## src/bam_pkg.sv

```systemverilog
// Package for the block average mosaic: field widths, register codes,
// the block tag carried with each result and the divider state type.
// No dependencies; the other files but bam_column_ram refer to it by scoped names.
package bam_pkg;

   localparam int PIXEL_W      = 8;
   localparam int POS_W        = 10;
   localparam int FRAME_REG_W  = 11;
   localparam int BLOCK_REG_W  = 7;
   localparam int CSR_INDEX_W  = 2;
   localparam int CSR_DATA_W   = 11;
   localparam int HEIGHT_LIMIT = 1024;
   localparam int ROW_W        = $clog2(HEIGHT_LIMIT);
   localparam int WIDTH_RESET  = 512;
   localparam int HEIGHT_RESET = 512;
   localparam int BLOCK_RESET  = 8;
   localparam int AVG_MAX      = 255;

   typedef enum logic [CSR_INDEX_W-1:0] {
      CSR_FRAME_WIDTH  = 2'd0,
      CSR_FRAME_HEIGHT = 2'd1,
      CSR_BLOCK_SIZE   = 2'd2
   } csr_index_type;

   typedef struct packed {
      logic [POS_W-1:0] block_row;
      logic [POS_W-1:0] block_col;
      logic             frame_last;
   } block_tag_type;

   typedef enum logic [1:0] {
      DIV_IDLE,
      DIV_RUN,
      DIV_DONE
   } div_state_type;

   // A zero setting acts as one and a setting above the limit as the limit.
   function automatic int unsigned clamp_minus_one(input int unsigned value,
                                                   input int unsigned limit);
      int unsigned result;
      if (value == 0) begin
         result = 0;
      end else if (value > limit) begin
         result = limit - 1;
      end else begin
         result = value - 1;
      end
      return result;
   endfunction

endpackage

```

## src/bam_divider.sv

```systemverilog
// Radix-two restoring divider of the block average mosaic, one quotient bit
// per cycle, with the mean saturated to the pixel range. Uses bam_pkg.
module bam_divider #(
   parameter int DIVIDEND_W = 20,
   parameter int DIVISOR_W  = 13
) (
   input  logic                         clock,
   input  logic                         reset,
   input  logic                         start,
   input  logic [DIVIDEND_W-1:0]        dividend,
   input  logic [DIVISOR_W-1:0]         divisor,
   input  bam_pkg::block_tag_type       start_tag,
   output logic                         busy,
   output logic                         out_valid,
   input  logic                         out_ready,
   output logic [bam_pkg::PIXEL_W-1:0]  quotient,
   output bam_pkg::block_tag_type       done_tag
);

   localparam int CNT_W = $clog2(DIVIDEND_W + 1);

   bam_pkg::div_state_type state_ff, state_in;
   logic [DIVIDEND_W-1:0]  quo_ff, quo_in;
   logic [DIVISOR_W-1:0]   rem_ff, rem_in;
   logic [DIVISOR_W-1:0]   dsr_ff, dsr_in;
   logic [CNT_W-1:0]       cnt_ff, cnt_in;
   bam_pkg::block_tag_type tag_ff, tag_in;
   logic [DIVISOR_W:0]     rem_shift;
   logic                   fits;

   always_comb begin
      state_in = state_ff;
      case (state_ff)
         bam_pkg::DIV_IDLE: begin
            if (start) begin
               state_in = bam_pkg::DIV_RUN;
            end
         end
         bam_pkg::DIV_RUN: begin
            if (cnt_ff == CNT_W'(1)) begin
               state_in = bam_pkg::DIV_DONE;
            end
         end
         bam_pkg::DIV_DONE: begin
            if (out_ready) begin
               state_in = bam_pkg::DIV_IDLE;
            end
         end
         default: begin
            state_in = bam_pkg::DIV_IDLE;
         end
      endcase
   end

   always_comb begin
      rem_shift = {rem_ff, quo_ff[DIVIDEND_W-1]};
      fits      = rem_shift >= {1'b0, dsr_ff};
      quo_in    = quo_ff;
      rem_in    = rem_ff;
      dsr_in    = dsr_ff;
      cnt_in    = cnt_ff;
      tag_in    = tag_ff;
      busy      = 1'b1;
      out_valid = 1'b0;
      case (state_ff)
         bam_pkg::DIV_IDLE: begin
            busy = 1'b0;
            if (start) begin
               quo_in = dividend;
               rem_in = '0;
               dsr_in = divisor;
               cnt_in = CNT_W'(DIVIDEND_W);
               tag_in = start_tag;
            end
         end
         bam_pkg::DIV_RUN: begin
            rem_in = fits ? DIVISOR_W'(rem_shift - {1'b0, dsr_ff}) : rem_shift[DIVISOR_W-1:0];
            quo_in = {quo_ff[DIVIDEND_W-2:0], fits};
            cnt_in = cnt_ff - CNT_W'(1);
         end
         bam_pkg::DIV_DONE: begin
            out_valid = 1'b1;
         end
         default: begin
            busy = 1'b1;
         end
      endcase
   end

   always_ff @(posedge clock) begin
      if (reset) begin
         state_ff <= bam_pkg::DIV_IDLE;
      end else begin
         state_ff <= state_in;
      end
      quo_ff <= quo_in;
      rem_ff <= rem_in;
      dsr_ff <= dsr_in;
      cnt_ff <= cnt_in;
      tag_ff <= tag_in;
   end

   assign quotient = (|quo_ff[DIVIDEND_W-1:bam_pkg::PIXEL_W]) ?
                     bam_pkg::PIXEL_W'(bam_pkg::AVG_MAX) : quo_ff[bam_pkg::PIXEL_W-1:0];
   assign done_tag = tag_ff;

endmodule

```

## config.mk

```make
export PLATFORM = sky130hd
export DESIGN_NAME = bam_divider
export DESIGN_NICKNAME = d
export VERILOG_FILES = /design/src/bam_pkg.sv /design/src/bam_divider.sv
export SDC_FILE = /design/constraint.sdc
export NUM_CORES = 1
export LEC_CHECK = 0
export ABC_AREA = 1
export BUFFER_PORTS_ARGS = -buffer_cell sky130_fd_sc_hd__clkbuf_2
export CORE_ASPECT_RATIO = 0.5
export CORE_UTILIZATION = 58
export CTS_CLUSTER_SIZE = 14
export DETAILED_ROUTE_END_ITERATION = 8
export PLACE_DENSITY = 0.85
export SETUP_SLACK_MARGIN = 0.05
export SYNTH_ARGS = -nofsm -noshare
export SYNTH_HDL_FRONTEND = slang
export SYNTH_SLANG_ARGS = --single-unit
```

## constraint.sdc

```tcl
create_clock -name clock -period 7.08 [get_ports clock]
set_input_delay 0.354 -clock clock [delete_from_list [all_inputs] [get_ports clock]]
set_output_delay 0.354 -clock clock [all_outputs]
set_load 0.005 [all_outputs]
```

==> results.md, run 1 <==
* Post-route clock period utilization at 0.3427
* Delay contributed by the slowest stage of the critical path at 0.44 ns
* Global-route wire length before repair at between 10000 and 15000 um
* Root Driver: sky130_fd_sc_hd__clkbuf_16
* Leakage power total at roughly 2.2 nW
* Outcome: finished clean
* Areal power density over the cells at 286.8 nW/um^2
* Final setup fails at 0
* Slew at the pin closest to its max-slew limit at 1.028 ns
* Syn_nets at between 400 and 500
* Total area of multi-input combinational cells at 1316 um^2
* Post-layout nets at roughly 560
* Avg Synthesized Cell Area at ~9.8 um^2
* Count of clock tree sinks at 74
* Footprint of the flip-flops and latches at 2202 um^2
* Synth area leader: sky130_fd_sc_hd__edfxtp_1
* Area inside the core boundary at 6181 um^2
* Initial standard-cell utilization of the core at 0.6130
* Vias at between 2000 and 3000
* Die Span Y at 59.15 um
* Clock latency on the worst-skew pair at 0.33 ns
* I/O Pins at 89
* Cell with the most instances after synthesis: sky130_fd_sc_hd__nand2_1
* Worst slack after detailed placement at 4.772 ns
* Final number of hold-violating endpoints at 0
* Synthesis-to-finish area growth at 21.60%
* EDFF count, synth at 72
* Cell area after placement at 4328 um^2
* Worst hold-check path type: primary input to flop
* Part of the Yosys area used for sequential elements at 0.5812
* Layout Skew at 0.003898 ns
* Gpl congestion at 0.8407
* Pin count of the biggest net entering global routing at 42
* Critical-path cell list: inv_1, ha_1, inv_1, fa_1, nand2_1, nand2_1, nand3_2, nand2_4, nand2_4, nand3_4, o21ai_0, nor2_1
* Nature of the critical path startpoint: flop
* Post-Syn Area at 3789 um^2
* Area of the die at approximately 7000 um^2
* Maximum fanout along the worst path at 17
* Area share of the largest cell type after synthesis at 0.5707
* Relative slew margins at 0.3140
* Count of distinct cell types in the synthesized netlist at 31
* Number of hold-repair buffers added at the cts stage at 0
* Vias in the first global route at around 2800
* Ant diodes at 0
* Number of max-cap violations at 0
* Post-detail-place hpwl at roughly 5400 um
* H-tree depth reported by CTS at 3
* DRC errors left at 0
* Number of nets with antenna violations after routing at 0
* Fmax at 0.4122 GHz
* Max Root-Sink Buffers at 2
* Proportion of register bits with asynchronous set or reset after synthesis at 0
* Most common flop cell mapped by yosys: sky130_fd_sc_hd__edfxtp_1
* Grt ovf at 0
* Count of cells resized by post-cts repair at 0
* Most instantiated cells after synthesis: 97 x sky130_fd_sc_hd__nand2_1, 72 x sky130_fd_sc_hd__edfxtp_1, 63 x sky130_fd_sc_hd__inv_1
* Total of buffers placed on input and output ports at 88
* Signal arrival time at the worst endpoint at 2.51 ns
* Share of layout cells above drive strength 1 at 0.2819
* Setup repair after global routing missed its margin: no
* FILL cells at 442
* Library cell contributing the largest single delay on the critical path: sky130_fd_sc_hd__fa_1
* Wirelength per Cell at 13.72 um
* Worst ir drop on vdd at 0.2226 mV
* Number of synthesized register bits at 74
* X dimension of the die at 116.3 um
* Sum of negative setup slack at 0 ns
* WP data required at between 7 and 8 ns
* Clock transition at the register clock pins on the worst setup and hold paths after CTS at 0.06 ns
* Mean number of vias per cell at 5.120
* Clock buffer count from CTS at 9
* DRT Pass-1 Iters at 5
* Final slew viol count at 0
* Number of buffers inserted to repair setup after CTS at 0
* Minimum period implied by the final worst setup slack at 2.426 ns
* Warnings from Yosys at 0
* Starting DRC count in detailed routing at 193
* Antenna violations before repair at 0
* Layout Cell Area excl Fill at 4607 um^2
* Total track usage at 0.2533
* Critical path capture point type: flop
* FP Rows at 20
* Crit Path Category: flop to flop
* Worst path setup slack after routing at 4.654 ns
* Cells taking the most area after synthesis: sky130_fd_sc_hd__edfxtp_1 57%, sky130_fd_sc_hd__nand2_1 9.6%, sky130_fd_sc_hd__inv_1 6.2%
* Total wire length after detailed routing at slightly below 8000 um
* TritonCTS clock tree: built
* Synthesized netlist cell count at 388
-- worst max-delay path, delay by kind of cell, from the launching register on --
kind                       cells  cell delay (ns)
AOI/OAI and AO/OA              1             0.30
adders and majority gates      2             0.60
buffers and inverters          2             0.18
DFF                            1             0.37
and+or+nand+nor                7             0.72
-- cell families after synthesis --
| kind of cell | share of synthesized area |
|---|---|
| AO/OA/AOI/OAI | 0.06077 |
| flip-flops | 0.5812 |
| AND/OR/NAND/NOR | 0.2084 |
| XOR/XNOR | 0.01849 |
| buffers and inverters | 0.07629 |
| adder cells (fa/ha/maj) | 0.05482 |
-- per-layer routing --
layer  share of wire  global-route usage
met1            0.43              0.3213
met3           0.084             0.09611
met5               0                   0
met4           0.020              0.1044
met2            0.47              0.3964
-- placed cells by master, fill, tap and decap left out, types with 3 or more instances in the layout --
master,instances
sky130_fd_sc_hd__nor2_2,9
sky130_fd_sc_hd__ha_1,15
sky130_fd_sc_hd__nand2_1,97
sky130_fd_sc_hd__nor2_1,38
sky130_fd_sc_hd__clkinvlp_4,3
sky130_fd_sc_hd__o21ai_0,19
sky130_fd_sc_hd__xor2_1,3
sky130_fd_sc_hd__nand2_2,4
sky130_fd_sc_hd__xnor2_1,5
sky130_fd_sc_hd__clkbuf_16,9
sky130_fd_sc_hd__clkbuf_2,88
sky130_fd_sc_hd__o21ai_2,7
sky130_fd_sc_hd__a21oi_1,8
sky130_fd_sc_hd__edfxtp_1,72
sky130_fd_sc_hd__nand3_1,16
sky130_fd_sc_hd__nand4_1,3
sky130_fd_sc_hd__inv_1,63
-- worst paths after layout --
path | startpoint | endpoint | slack (ns) | cells past startpoint
worst max-delay path | quo_ff[19] | rem_ff[0] | 4.65 | 12
worst min-delay path | divisor[5] | dsr_ff[5] | 0.19 | 1
worst max register to register | quo_ff[19] | rem_ff[0] | 4.65 | 12
worst min register to register | state_ff[0] | state_ff[1] | 0.53 | 3
-- registers in the layout (all words and copies together), names as in the netlist --
register / cells
done_tag: 21
rem_ff: 13
cnt_ff: 5
dsr_ff: 13
state_ff: 2
quo_ff: 20
-- area by class of cell --
class                   instances  area share
well taps                      88     0.02390
flip-flops and latches         74      0.4780
clock inverters                 7     0.01168
repair buffers                 90     0.09886
clock buffers                   9     0.04889
inverters                      65     0.05296
multi-input cells             241      0.2857
-- where the power goes --
part           leakage [nW]  switching (W)  internal (W)
clock network         0.128       0.000183      0.000239
registers             0.723      0.0000249      0.000552
logic                  1.33       0.000210      0.000112
total                  2.18       0.000418      0.000903
-- metrics by stage --
stage / power [W] / hold slack [ns] / instances / util
3_3_place_gp: 0.0008861 / 0.5267 / 558 / 0.7002
2_1_floorplan: 0.0008165 / 0.4264 / 388 / -
4_1_cts: 0.001324 / 0.1804 / 574 / 0.7453
6_report: 0.001321 / 0.1904 / 574 / 0.7453
5_1_grt: 0.001391 / 0.1759 / 574 / 0.7453
3_5_place_dp: 0.0008985 / 0.5282 / 558 / 0.7002
Note: power is estimated with default switching activity, not from simulation.
==> inputs of run 2 (changes only) <==
--- a/config.mk
+++ b/config.mk
@@ -5,13 +5,13 @@
 export SDC_FILE = /design/constraint.sdc
 export NUM_CORES = 1
 export LEC_CHECK = 0
-export ABC_AREA = 1
+export ABC_AREA = 0
 export BUFFER_PORTS_ARGS = -buffer_cell sky130_fd_sc_hd__clkbuf_2
 export CORE_ASPECT_RATIO = 0.5
-export CORE_UTILIZATION = 58
+export CORE_UTILIZATION = 53
 export CTS_CLUSTER_SIZE = 14
 export DETAILED_ROUTE_END_ITERATION = 8
-export PLACE_DENSITY = 0.85
+export PLACE_DENSITY = 0.8
 export SETUP_SLACK_MARGIN = 0.05
 export SYNTH_ARGS = -nofsm -noshare
 export SYNTH_HDL_FRONTEND = slang
==> constraint.sdc (replaced) <==
create_clock -name clock -period 2.32 [get_ports clock]
set_input_delay 0.116 -clock clock [delete_from_list [all_inputs] [get_ports clock]]
set_output_delay 0.116 -clock clock [all_outputs]
set_load 0.005 [all_outputs]
==> results.md, run 2 <==
* Vias at 2798
* Synthesized netlist cell count at roughly 300
* Cell with the most instances after synthesis: sky130_fd_sc_hd__edfxtp_1
* Worst ir drop on vdd at 0.5830 mV
* Total wire length after detailed routing at 8610 um
* Areal power density over the cells at approximately 900 nW/um^2
* Worst slack after detailed placement at -0.04437 ns
* Net Switching at 0.001339 W
* Cells taking the most area after synthesis: sky130_fd_sc_hd__edfxtp_1 62%, sky130_fd_sc_hd__nand2_1 7.6%, sky130_fd_sc_hd__ha_1 5.3%
* Failing checks: negative setup slack
* Post-route clock period utilization at 1.051
* FP Rows at 20
* Part of the total power dissipated in combinational logic at 0.277
* Post-layout nets at 516
* Area of the die at 6981 um^2
* X dimension of the die at 117.2 um
* Post-Syn Area at 3515 um^2
* Delay contributed by the slowest stage of the critical path at 0.50 ns
* Worst path setup slack after routing at -0.1182 ns
* Family with the most delay on the worst path: simple AND/OR/NAND/NOR gates
* Layout Skew at between 0.008 and 0.009 ns
* WP data required at ~2.4 ns
* Max Root-Sink Buffers at 2
* Antenna violations before repair at 0
* Total of buffers placed on input and output ports at 88
* Count of distinct cell types in the synthesized netlist at 43
* Syn_nets at approximately 370
* Flip-flop count of the largest register after layout at 21
* Reg power frac at 0.410
* Proportion of register bits with asynchronous set or reset after synthesis at 0
* Design Power at 0.004441 W
* Outcome: complete, but fails checks
* Final setup fails at 11
* Leakage power total at 2.145 nW
* Maximum fanout along the worst path at 7
* DRC errors left at 0
* Fmax at ~0.41 GHz
* Root Driver: sky130_fd_sc_hd__clkbuf_16
* Nature of the critical path startpoint: flop
* Sum of negative setup slack at -0.9108 ns
* Signal arrival time at the worst endpoint at about 2.5 ns
* Clock transition at the register clock pins on the worst setup and hold paths after CTS at around 0.060 ns
* Area share of the largest cell type after synthesis at 0.6152
* Number of synthesized register bits at 74
* Grt ovf at 0
* Net switching share of the total power at 0.3014
* Clock buffer count from CTS at 9
* Final number of hold-violating endpoints at 0
* Count of placed standard cells including taps at 481
* Die Span Y at 59.58 um
* Minimum period implied by the final worst setup slack at 2.438 ns
* Slew at the pin closest to its max-slew limit at 0.4976 ns
* Synth area leader: sky130_fd_sc_hd__edfxtp_1
* Synthesis-to-finish area growth at 39.34%
* Starting DRC count in detailed routing at 155
* Finished Layout Cells at roughly 540
* Final slew viol count at 0
* Crit Path Category: flop to flop
* Top library cells by usage in the layout, fill and taps aside: 88 x sky130_fd_sc_hd__clkbuf_2, 72 x sky130_fd_sc_hd__edfxtp_1, 69 x sky130_fd_sc_hd__nand2_1, 35 x sky130_fd_sc_hd__dlygate4sd3_1, 20 x sky130_fd_sc_hd__inv_1
* Worst hold-check path type: primary input to flop
* Ant diodes at 0
* Vias in the first global route at 2754
* Total track usage at 0.2551
* Most instantiated cells after synthesis: 72 x sky130_fd_sc_hd__edfxtp_1, 71 x sky130_fd_sc_hd__nand2_1, 21 x sky130_fd_sc_hd__inv_1
* Design internal power at 0.003103 W
* Avg Synthesized Cell Area at 11.91 um^2
* Critical path capture point type: flop
* Share of layout cells above drive strength 1 at 0.3468
* Area inside the core boundary at slightly above 6000 um^2
* Mean number of vias per cell at 5.230
* Setup repair after global routing missed its margin: yes
* Number of max-cap violations at 0
* Critical-path cell list: ha_1, nand3_1, nor4_2, nor4_4, o21ai_4, mux2i_1, nor2_1
* H-tree depth reported by CTS at 3
* Clk network pwr share at 0.312
* Global-route wire length before repair at 12820 um
* Wirelength per Cell at roughly 16 um
* Clock latency on the worst-skew pair at 0.34 ns
* Warnings from Yosys at 0
* Part of the Yosys area used for sequential elements at 0.6266
* Critical path buffer and inverter count at 0
* I/O Pins at 89
* Library cell contributing the largest single delay on the critical path: sky130_fd_sc_hd__nor4_2
* Initial standard-cell utilization of the core at 0.5641
* Relative slew margins at 0.6682
* TritonCTS clock tree: built
* Number of nets with antenna violations after routing at 0
* DRT Pass-1 Iters at 5
* Post-detail-place hpwl at 5027 um
* EDFF count, synth at 72
* Most common flop cell mapped by yosys: sky130_fd_sc_hd__edfxtp_1
* Count of clock tree sinks at 74
* Gpl congestion at 0.8223
* Pin count of the biggest net entering global routing at 39
* Commonest non-fill, non-tap cell in the layout: sky130_fd_sc_hd__clkbuf_2
[run 2: cell type report]
| type | instances | area, um^2 |
|---|---|---|
| clock buffer | 10 | 229.0 |
| clock inverter | 6 | 63.81 |
| tap | 88 | 110.1 |
| inverter | 21 | 78.83 |
| fill | 363 | 1334 |
| multi-input combinational | 193 | 1265 |
| sequential | 74 | 2202 |
| timing repair buffer | 143 | 948.4 |
[run 2: metrics by stage]
stage / utilization / hold WS, ns / area (um^2)
detailed placement: 0.6673 / 0.2946 / 4158
floorplan: - / 0.1884 / 3518
global placement: 0.6673 / 0.2923 / 4158
global route: 0.7859 / 0.04269 / 4897
CTS: 0.7751 / 0.03664 / 4830
finish: 0.7859 / 0.04283 / 4897
[run 2: timing repair]
| item | CTS | global route |
|---|---|---|
| setup endpoints to repair | 12 | 14 |
| hold buffers | 35 | 0 |
| gates cloned | 1 | 0 |
| pin swaps | 1 | 17 |
| gates resized for setup | 4 | 12 |
| endpoints found under the hold margin | 36 | 0 |
| buffers inserted | 0 | 2 |
[run 2: power groups by stage]
| stage | clock [W] | combinational [W] | sequential, W |
|---|---|---|---|
| floorplan | 0 | 0.000719 | 0.00182 |
| global placement | 0 | 0.00100 | 0.00183 |
| CTS | 0.00139 | 0.00113 | 0.00181 |
| detailed placement | 0 | 0.00104 | 0.00184 |
| global route | 0.00145 | 0.00133 | 0.00184 |
| finish | 0.00139 | 0.00123 | 0.00182 |
[run 2: path summary, 6_finish.rpt]
check	startpoint	endpoint	slack, ns	cells after the start
min reg2reg	quo_ff[15]	quo_ff[16]	0.55	2
max	rem_ff[10]	rem_ff[1]	-0.12	7
max reg2reg	rem_ff[10]	rem_ff[1]	-0.12	7
min	dividend[11]	quo_ff[11]	0.04	3
[run 2: layer usage]
| metal | global-route usage | part of all wire |
|---|---|---|
| met1 | 0.3037 | 0.41 |
| met2 | 0.4429 | 0.51 |
| met3 | 0.07873 | 0.065 |
| met4 | 0.09584 | 0.022 |
| met5 | 0 | 0 |
[run 2: logic make-up after synthesis]
logic type	synth area share
AOI/OAI and AO/OA	0.07441
adders and majority gates	0.05910
DFF	0.6266
and+or+nand+nor	0.1542
buffers and inverters	0.03631
muxes	0.01709
xor gates and xnor gates	0.03240
[run 2: worst reg2reg max path, cell delays in order, from the launching register on]
cell and delay (ns):
sky130_fd_sc_hd__edfxtp_1 0.41, sky130_fd_sc_hd__ha_1 0.39, sky130_fd_sc_hd__nand3_1 0.27, sky130_fd_sc_hd__nor4_2 0.50, sky130_fd_sc_hd__nor4_4 0.13, sky130_fd_sc_hd__o21ai_4 0.18, sky130_fd_sc_hd__mux2i_1 0.24, sky130_fd_sc_hd__nor2_1 0.06
